<file path="src/sv/crpg_pkg.sv">
// Package for the charger power ramp governor.
// Holds the shared constants, register indexes, fault codes and the flag struct.
// No dependencies.
`timescale 1ns / 1ps
`default_nettype none

package crpg_pkg;

    // Default configuration of the top-level parameters.
    localparam int PWM_PERIOD_DEF  = 512;
    localparam int START_STEPS_DEF = 255;

    // Field widths.
    localparam int ADC_W   = 12;
    localparam int CFG_W   = 15;
    localparam int POWER_W = 10;
    localparam int STEP_W  = 8;
    localparam int FAULT_W = 3;
    localparam int TICK_W  = 2;

    // Width of a voltage sample times its millivolt scale (4095 * 6683 < 2**25).
    localparam int PROD_W = 25;
    // Width of the near-target comparison (20 * 32767 + 20 < 2**20).
    localparam int NEAR_W = 20;

    // Scale factors.
    localparam logic [PROD_W-1:0] MV_NUM   = 25'd6683;
    localparam logic [PROD_W-1:0] MV_DEN   = 25'd1000;
    localparam logic [CFG_W-1:0]  I_SCALE  = 15'd7;
    localparam logic [NEAR_W-1:0] NEAR_DIV = 20'd20;

    // Voltage limits expressed on the unscaled product, so that no divider is needed:
    // floor(p / 1000) < 8000 when p < 8000000, and > 20000 when p >= 20001000.
    localparam logic [PROD_W-1:0] UIN_LOW_PROD   = 25'd8000000;
    localparam logic [PROD_W-1:0] UIN_HIGH_PROD  = 25'd20001000;
    localparam logic [PROD_W-1:0] UOUT_HIGH_PROD = 25'd30001000;

    // Current limits in tenths of milliamps.
    localparam logic [CFG_W-1:0] IOUT_HIGH         = 15'd26000;
    localparam logic [CFG_W-1:0] NEAR_MIN_SETPOINT = 15'd3000;

    // Configuration reset values.
    localparam logic [CFG_W-1:0] VOLTAGE_LIMIT_RESET    = 15'd24900;
    localparam logic [CFG_W-1:0] CURRENT_SETPOINT_RESET = 15'd0;

    // Configuration register indexes.
    localparam logic REG_VOLTAGE_LIMIT    = 1'b0;
    localparam logic REG_CURRENT_SETPOINT = 1'b1;

    // Fault codes; the lowest applicable one is reported.
    localparam logic [FAULT_W-1:0] FAULT_NONE      = 3'd0;
    localparam logic [FAULT_W-1:0] FAULT_UIN_LOW   = 3'd1;
    localparam logic [FAULT_W-1:0] FAULT_UIN_HIGH  = 3'd2;
    localparam logic [FAULT_W-1:0] FAULT_IOUT_HIGH = 3'd3;
    localparam logic [FAULT_W-1:0] FAULT_UOUT_HIGH = 3'd4;

    // Measurement flags handed from the measurement stage to the regulator.
    typedef struct packed {
        logic [FAULT_W-1:0] fault_code;
        logic               ramp_up;      // output voltage and current both under limit
        logic               near_target;  // current close to a large enough setpoint
    } meas_flags_t;

endpackage

`default_nettype wire

</file>
<file path="src/sv/crpg_measure.sv">
// Measurement logic of the charger power ramp governor: scaling, fault code
// and the limit and near-target comparisons. Depends on crpg_pkg.
`timescale 1ns / 1ps
`default_nettype none

module crpg_measure
(
    input  wire logic [crpg_pkg::ADC_W-1:0] adc_input_voltage,
    input  wire logic [crpg_pkg::ADC_W-1:0] adc_output_voltage,
    input  wire logic [crpg_pkg::ADC_W-1:0] adc_output_current,
    input  wire logic [crpg_pkg::CFG_W-1:0] voltage_limit,
    input  wire logic [crpg_pkg::CFG_W-1:0] current_setpoint,
    output crpg_pkg::meas_flags_t           flags
);

    logic [crpg_pkg::PROD_W-1:0]  uin_prod;
    logic [crpg_pkg::PROD_W-1:0]  uout_prod;
    logic [crpg_pkg::PROD_W-1:0]  vlimit_prod;
    logic [crpg_pkg::CFG_W-1:0]   i_out;
    logic [crpg_pkg::CFG_W-1:0]   cur_diff;
    logic [crpg_pkg::NEAR_W-1:0]  diff_scaled;
    logic [crpg_pkg::FAULT_W-1:0] fault_code;
    logic                         ramp_up;
    logic                         near_target;

    // Voltages stay in the unscaled product domain; the limit is scaled up instead.
    assign uin_prod    = crpg_pkg::PROD_W'(adc_input_voltage) * crpg_pkg::MV_NUM;
    assign uout_prod   = crpg_pkg::PROD_W'(adc_output_voltage) * crpg_pkg::MV_NUM;
    assign vlimit_prod = crpg_pkg::PROD_W'(voltage_limit) * crpg_pkg::MV_DEN;

    // Current in tenths of milliamps; 4095 * 7 fits in 15 bits.
    assign i_out = crpg_pkg::CFG_W'(adc_output_current) * crpg_pkg::I_SCALE;

    // Distance between measured current and setpoint.
    assign cur_diff = (i_out > current_setpoint) ? (i_out - current_setpoint)
                                                 : (current_setpoint - i_out);

    // cur_diff < floor(sp / 20) holds exactly when 20 * cur_diff + 20 <= sp.
    assign diff_scaled = crpg_pkg::NEAR_W'(cur_diff) * crpg_pkg::NEAR_DIV + crpg_pkg::NEAR_DIV;

    // Fault code, the lowest applicable code taking priority.
    always_comb
    begin
        priority if (uin_prod < crpg_pkg::UIN_LOW_PROD)
        begin
            fault_code = crpg_pkg::FAULT_UIN_LOW;
        end
        else if (uin_prod >= crpg_pkg::UIN_HIGH_PROD)
        begin
            fault_code = crpg_pkg::FAULT_UIN_HIGH;
        end
        else if (i_out > crpg_pkg::IOUT_HIGH)
        begin
            fault_code = crpg_pkg::FAULT_IOUT_HIGH;
        end
        else if (uout_prod >= crpg_pkg::UOUT_HIGH_PROD)
        begin
            fault_code = crpg_pkg::FAULT_UOUT_HIGH;
        end
        else
        begin
            fault_code = crpg_pkg::FAULT_NONE;
        end
    end

    // Ramp direction and near-target detection.
    assign ramp_up     = (uout_prod < vlimit_prod) && (i_out < current_setpoint);
    assign near_target = (diff_scaled <= crpg_pkg::NEAR_W'(current_setpoint))
                         && (current_setpoint > crpg_pkg::NEAR_MIN_SETPOINT);

    assign flags = {fault_code, ramp_up, near_target};

endmodule

`default_nettype wire

</file>
<file path="src/sv/charger_power_ramp_governor_unit.sv">
// Top level of the charger power ramp governor: stream handshake, configuration
// registers, regulator state and the result register. Depends on crpg_pkg and crpg_measure.
//
// Channel   Direction  Content
// s_*       in         ADC sample set: input voltage, output voltage, output current
// m_*       out        power level, start step, drive enable, fault code
// cfg_*     in         register write: 0 voltage limit, 1 current setpoint
//
// Each transaction passes an input register, then the measurement and regulator logic into
// the result register. One transaction is accepted every cycle while the result side takes
// results.
// While a finished result waits in the result register, the input register takes one more
// transaction and then holds s_tready low until the result is taken.
// Reset clears the regulator state, loads the start step count and the register defaults.
`timescale 1ns / 1ps
`default_nettype none

module charger_power_ramp_governor_unit
#(
    parameter int PWM_PERIOD  = crpg_pkg::PWM_PERIOD_DEF,
    parameter int START_STEPS = crpg_pkg::START_STEPS_DEF
)
(
    input  wire logic        clk,
    input  wire logic        rst_n,
    // Input stream.
    input  wire logic        s_tvalid,
    output logic             s_tready,
    // [11:0] adc_input_voltage, [23:12] adc_output_voltage, [35:24] adc_output_current
    input  wire logic [39:0] s_tdata,
    // Output stream.
    output logic             m_tvalid,
    input  wire logic        m_tready,
    // [9:0] power_level, [17:10] start_step, [18] drive_enable, [21:19] fault_code
    output logic [23:0]      m_tdata,
    // Configuration write port.
    input  wire logic        cfg_we,
    input  wire logic        cfg_index,
    input  wire logic [14:0] cfg_data
);

    localparam int CAP_RAW = (PWM_PERIOD * 17) / 10;
    localparam logic [crpg_pkg::POWER_W-1:0] POWER_CAP =
        (CAP_RAW > 1023) ? 10'd1023 : crpg_pkg::POWER_W'(CAP_RAW);
    localparam logic [crpg_pkg::STEP_W-1:0] START_LOAD = crpg_pkg::STEP_W'(START_STEPS);
    localparam logic [crpg_pkg::TICK_W-1:0] TICK_WRAP  = 2'd3;

    logic [crpg_pkg::CFG_W-1:0]   vlimit_reg;
    logic [crpg_pkg::CFG_W-1:0]   setpoint_reg;
    logic                         in_valid_reg;
    logic [3*crpg_pkg::ADC_W-1:0] in_data_reg;
    logic                         out_valid_reg;
    logic [23:0]                  out_data_reg;
    logic [crpg_pkg::POWER_W-1:0] power_reg;
    logic [crpg_pkg::POWER_W-1:0] power_next;
    logic [crpg_pkg::STEP_W-1:0]  steps_reg;
    logic [crpg_pkg::STEP_W-1:0]  steps_next;
    logic [crpg_pkg::TICK_W-1:0]  ticks_reg;
    logic [crpg_pkg::TICK_W-1:0]  ticks_next;
    logic [crpg_pkg::TICK_W-1:0]  ticks_inc;
    logic                         advance;
    logic                         enable;
    crpg_pkg::meas_flags_t        flags;

    // The item in the input register moves on whenever the result register is free.
    assign advance  = in_valid_reg && (!out_valid_reg || m_tready);
    assign s_tready = !in_valid_reg || advance;
    assign m_tvalid = out_valid_reg;
    assign m_tdata  = out_data_reg;

    // Configuration registers.
    always_ff @(posedge clk or negedge rst_n)
    begin
        if (!rst_n)
        begin
            vlimit_reg   <= crpg_pkg::VOLTAGE_LIMIT_RESET;
            setpoint_reg <= crpg_pkg::CURRENT_SETPOINT_RESET;
        end
        else if (cfg_we)
        begin
            unique case (cfg_index)
                crpg_pkg::REG_VOLTAGE_LIMIT:    vlimit_reg   <= cfg_data;
                crpg_pkg::REG_CURRENT_SETPOINT: setpoint_reg <= cfg_data;
                default:                        vlimit_reg   <= vlimit_reg;
            endcase
        end
    end

    // Input register.
    always_ff @(posedge clk or negedge rst_n)
    begin
        if (!rst_n)
        begin
            in_valid_reg <= 1'b0;
        end
        else if (s_tready)
        begin
            in_valid_reg <= s_tvalid;
        end
    end

    always_ff @(posedge clk)
    begin
        if (s_tvalid && s_tready)
        begin
            in_data_reg <= s_tdata[3*crpg_pkg::ADC_W-1:0];
        end
    end

    // Scaling, fault code and comparisons.
    crpg_measure u_measure
    (
        .adc_input_voltage  (in_data_reg[crpg_pkg::ADC_W-1:0]),
        .adc_output_voltage (in_data_reg[2*crpg_pkg::ADC_W-1:crpg_pkg::ADC_W]),
        .adc_output_current (in_data_reg[3*crpg_pkg::ADC_W-1:2*crpg_pkg::ADC_W]),
        .voltage_limit      (vlimit_reg),
        .current_setpoint   (setpoint_reg),
        .flags              (flags)
    );

    // Regulator: power ramp and soft-start step count.
    assign ticks_inc = ticks_reg + 2'd1;

    always_comb
    begin
        power_next = power_reg;
        steps_next = steps_reg;
        ticks_next = ticks_reg;
        enable     = 1'b0;
        if (setpoint_reg == '0)
        begin
            // Drive off: clear power and reload the start steps.
            power_next = '0;
            steps_next = START_LOAD;
        end
        else
        begin
            enable = 1'b1;
            if (flags.ramp_up)
            begin
                if (power_reg < POWER_CAP)
                begin
                    power_next = power_reg + 10'd1;
                end
            end
            else if (power_reg != '0)
            begin
                power_next = power_reg - 10'd1;
            end
            // Every third near-target transaction lowers the start step count.
            if (flags.near_target)
            begin
                if (ticks_inc == TICK_WRAP)
                begin
                    ticks_next = '0;
                    if (steps_reg != '0)
                    begin
                        steps_next = steps_reg - 8'd1;
                    end
                end
                else
                begin
                    ticks_next = ticks_inc;
                end
            end
        end
    end

    always_ff @(posedge clk or negedge rst_n)
    begin
        if (!rst_n)
        begin
            power_reg <= '0;
            steps_reg <= START_LOAD;
            ticks_reg <= '0;
        end
        else if (advance)
        begin
            power_reg <= power_next;
            steps_reg <= steps_next;
            ticks_reg <= ticks_next;
        end
    end

    // Result register.
    always_ff @(posedge clk or negedge rst_n)
    begin
        if (!rst_n)
        begin
            out_valid_reg <= 1'b0;
        end
        else if (advance)
        begin
            out_valid_reg <= 1'b1;
        end
        else if (m_tready)
        begin
            out_valid_reg <= 1'b0;
        end
    end

    always_ff @(posedge clk)
    begin
        if (advance)
        begin
            out_data_reg <= {2'b00, flags.fault_code, enable, steps_next, power_next};
        end
    end

endmodule

`default_nettype wire

</file>
<file path="config.mk">
export PLATFORM = sky130hd
export DESIGN_NAME = charger_power_ramp_governor_unit
export DESIGN_NICKNAME = d
export VERILOG_FILES = /design/src/sv/crpg_pkg.sv /design/src/sv/crpg_measure.sv /design/src/sv/charger_power_ramp_governor_unit.sv
export SDC_FILE = /design/constraint.sdc
export NUM_CORES = 1
export LEC_CHECK = 0
export BUFFER_PORTS_ARGS = -buffer_cell sky130_fd_sc_hd__buf_4
export CORE_MARGIN = 5
export CORE_UTILIZATION = 50
export CTS_BUF_LIST = sky130_fd_sc_hd__clkbuf_2 sky130_fd_sc_hd__clkbuf_4 sky130_fd_sc_hd__clkbuf_8
export DETAILED_ROUTE_END_ITERATION = 10
export PLACE_DENSITY = 0.72
export SKIP_CTS_REPAIR_TIMING = 1
export SYNTH_ARGS = -nofsm -noshare
export SYNTH_HDL_FRONTEND = slang
export SYNTH_SLANG_ARGS = --single-unit
</file>
<file path="constraint.sdc">
create_clock -name clk -period 8.9 [get_ports clk]
set_input_delay 1.78 -clock clk [delete_from_list [all_inputs] [get_ports clk]]
set_output_delay 1.78 -clock clk [all_outputs]
set_load 0.005 [all_outputs]
</file>
==> impl_results.md <==
* Status: finished, violations left
* Failing checks: negative setup slack
* Async SR Flop Fraction at about 47%
* Hold WC Path Type: flop to flop
* Most common cell in the netlist: ha_1
* CP max FO at 8
* Router iterations before antenna repair at 5
* Slew HR at 27.1%
* Dpl cell area at 18,800 sq um
* Die W at 194 um
* Total track usage at 21.5%
* Worst setup EP type: flop
* Core Util, Final at 58.6%
* Critical path arrival at about 9 ns
* Worst Skew at just under 0.03 ns
* Area leader, netlist: ha_1
* Critical setup path kind: flop to flop
* Critical path's largest stage delay at approximately 0.43 ns
* Worst-path clk slew at 0.14 ns
* RSZ-0062 raised after global routing: true
* Diodes inserted at 0
* Pin count of the biggest net entering global routing at 53
* Post-Layout Cell Count at 2,400
* CP Launch Type: flop
* Final Cell Area at ~20,000 sq um
* # IOs at 87
* Most common cell type on the critical path: ha_1
* Pre-CTS WS at -0.376 ns
* DR vias at around 13,000
* Drc violations at 0
* Setup Viol. Count Final at 6
* Vias/cell at between 5 and 6
* WL/cell at 17.0 um
* H-tree depth at 3
* Post-synthesis average cell area at ~9.6 sq um
* Layout fillers at 2,897
* CTS tree: built
* Share of post-route cells with drive strength above 1 at between 10% and 20%
* Core Region at 33,500 sq um
* Post-DP HPWL at 33,300 um
* Initial Util at ~51%
* Clk sinks at 110
* Critical Path RT at slightly above 9 ns
* Max FFs per register at 36
* Max clock buf depth at 2
* Register area share after synthesis at 18.0%
* Total of max-cap violations at 0
* Placed cell count at around 2,400
* Synth cell count leaders: 327 x ha_1, 276 x inv_1, 137 x fa_1
* GRT overflow at 0
* Clk Latency, worst-skew pair at 0.44 ns
* Routed Antenna Nets at 0
* Vias in the first global route at 14,023
* DRT Wirelength at 40,700 um
* Root Driver: clkbuf_8
* Max Freq at 0.112 GHz
* # nets final at 2,472
* Synthesis Warnings at 0
* Slowest stage cell, crit path: edfxtp_1
* Global-route wire length before repair at 67,600 um
* Top cells by area, synth: ha_1 24%, fa_1 16%, edfxtp_1 10%
* Die area at 37,700 sq um
* CTS buffer count at 9
* Initial DRC Count at 520
* Final Hold Vio Count at 0
* Port bufs at 80
* Initial antenna violation count at 0
* Unique cell type count in the Yosys netlist at between 90 and 100
* Fin worst setup slack at -0.0662 ns
* Synth Flop Type: edfxtp_1
* Min Tclk post-route at 8.97 ns
* Max-slew violations at 0
* Worst Tran Pin Value at 1.09 ns
* #FFs+latches synth at 110
* # rows at 67
* Area share of the largest cell type after synthesis at 24.1%
* Post-synth EDFFs at slightly below 60
* Synth Cell Area at 17,000 sq um
* Fin crit share at 101%
* Area delta synth->final at 15.7%
* DIE HEIGHT at 194 um
* Syn Inst Count at between 1,500 and 2,000
* Final Wtd Congestion at around 0.96
[final cells by class]
type	count	area, sq um	area share [%]
clock inverter	7	101	0.516
tap	448	561	2.85
multi-input combinational	1351	13200	67.1
timing repair buffer	199	1580	8.02
inverter	276	1040	5.27
sequential	110	3060	15.6
clock buffer	9	124	0.630
[metal layers]
| layer | vias to the layer above | GRT usage (%) | share of wire, % |
|---|---|---|---|
| met3 | 41 | 2.89 | 3.4 |
| met5 | - | 0 | 0 |
| met1 | 6563 | 28.3 | 45 |
| met4 | 0 | 4.56 | 1.5 |
| li1 | 6575 | - | - |
| met2 | 230 | 38.0 | 50 |
[path summary, 6_finish.rpt]
path | from | to | slack [ns] | cells after the start
worst max-delay path | in_data_reg[29] | m_tdata[14] | -0.07 | 42
worst min-delay path | steps_reg[6] | steps_reg[6] | 0.51 | 1
worst max register to register | in_data_reg[29] | m_tdata[14] | -0.07 | 42
worst min register to register | steps_reg[6] | steps_reg[6] | 0.51 | 1
max in group asynchronous | rst_n | vlimit_reg[4] | 7.08 | 1
min in group asynchronous | rst_n | power_reg[0] | 1.34 | 1
[worst max-delay path, delay by kind of cell (launching register included)]
kind                       cells  cell delay [ns]
buffers and inverters          5             0.60
DFF                            1             0.43
xor gates and xnor gates       4             0.75
AOI/OAI and AO/OA             10             1.61
adders and majority gates      7             2.15
and+or+nand+nor               16             3.18
[placed cells by master, fill, tap and decap left out, types with 8 or more instances in the layout]
cell type / netlist / layout
ha_1: 327 / 321
inv_1: 276 / 274
buf_4: 2 / 190
fa_1: 137 / 135
nor2_1: 89 / 86
o21ai_0: 74 / 66
a21oi_1: 69 / 65
nand2_1: 61 / 58
edfxtp_1: 58 / 58
xnor2_1: 56 / 54
a21o_1: 43 / 43
dfrtp_1: 39 / 39
xor2_1: 42 / 37
mux2_2: 35 / 35
nor3_1: 36 / 33
nand3_1: 29 / 28
nand4_1: 20 / 20
a31oi_1: 22 / 19
nand2b_1: 21 / 19
a211oi_1: 21 / 17
o21a_1: 15 / 15
or2_2: 14 / 13
or3_1: 16 / 13
and3_1: 14 / 13
dfstp_2: 13 / 13
and2_1: 15 / 12
o211ai_1: 11 / 11
nor2b_1: 11 / 10
mux2i_1: 14 / 10
clkbuf_8: 0 / 9
o31ai_1: 9 / 8
a21boi_0: 8 / 8
[per-stage QoR]
step                      setup TNS (ns)  hold slack [ns]
after floorplan                        0            0.457
after global placement             -2.36            0.485
after detailed placement           -4.41            0.493
after CTS                          -5.91            0.511
after global routing               -6.38            0.526
final                             -0.225            0.506
[cell families after synthesis]
kind of cell / share of synthesized area, %
AOI/OAI and AO/OA: 14.8
muxes: 3.28
buffers and inverters: 7.12
adders and majority gates: 40.2
other: 0.0221
DFF: 18.0
xor gates and xnor gates: 5.19
and+or+nand+nor: 11.3
Power is left out: the tool's default activity adds up to more than one toggle a clock period on the data nets, which glitch-free logic cannot reach.
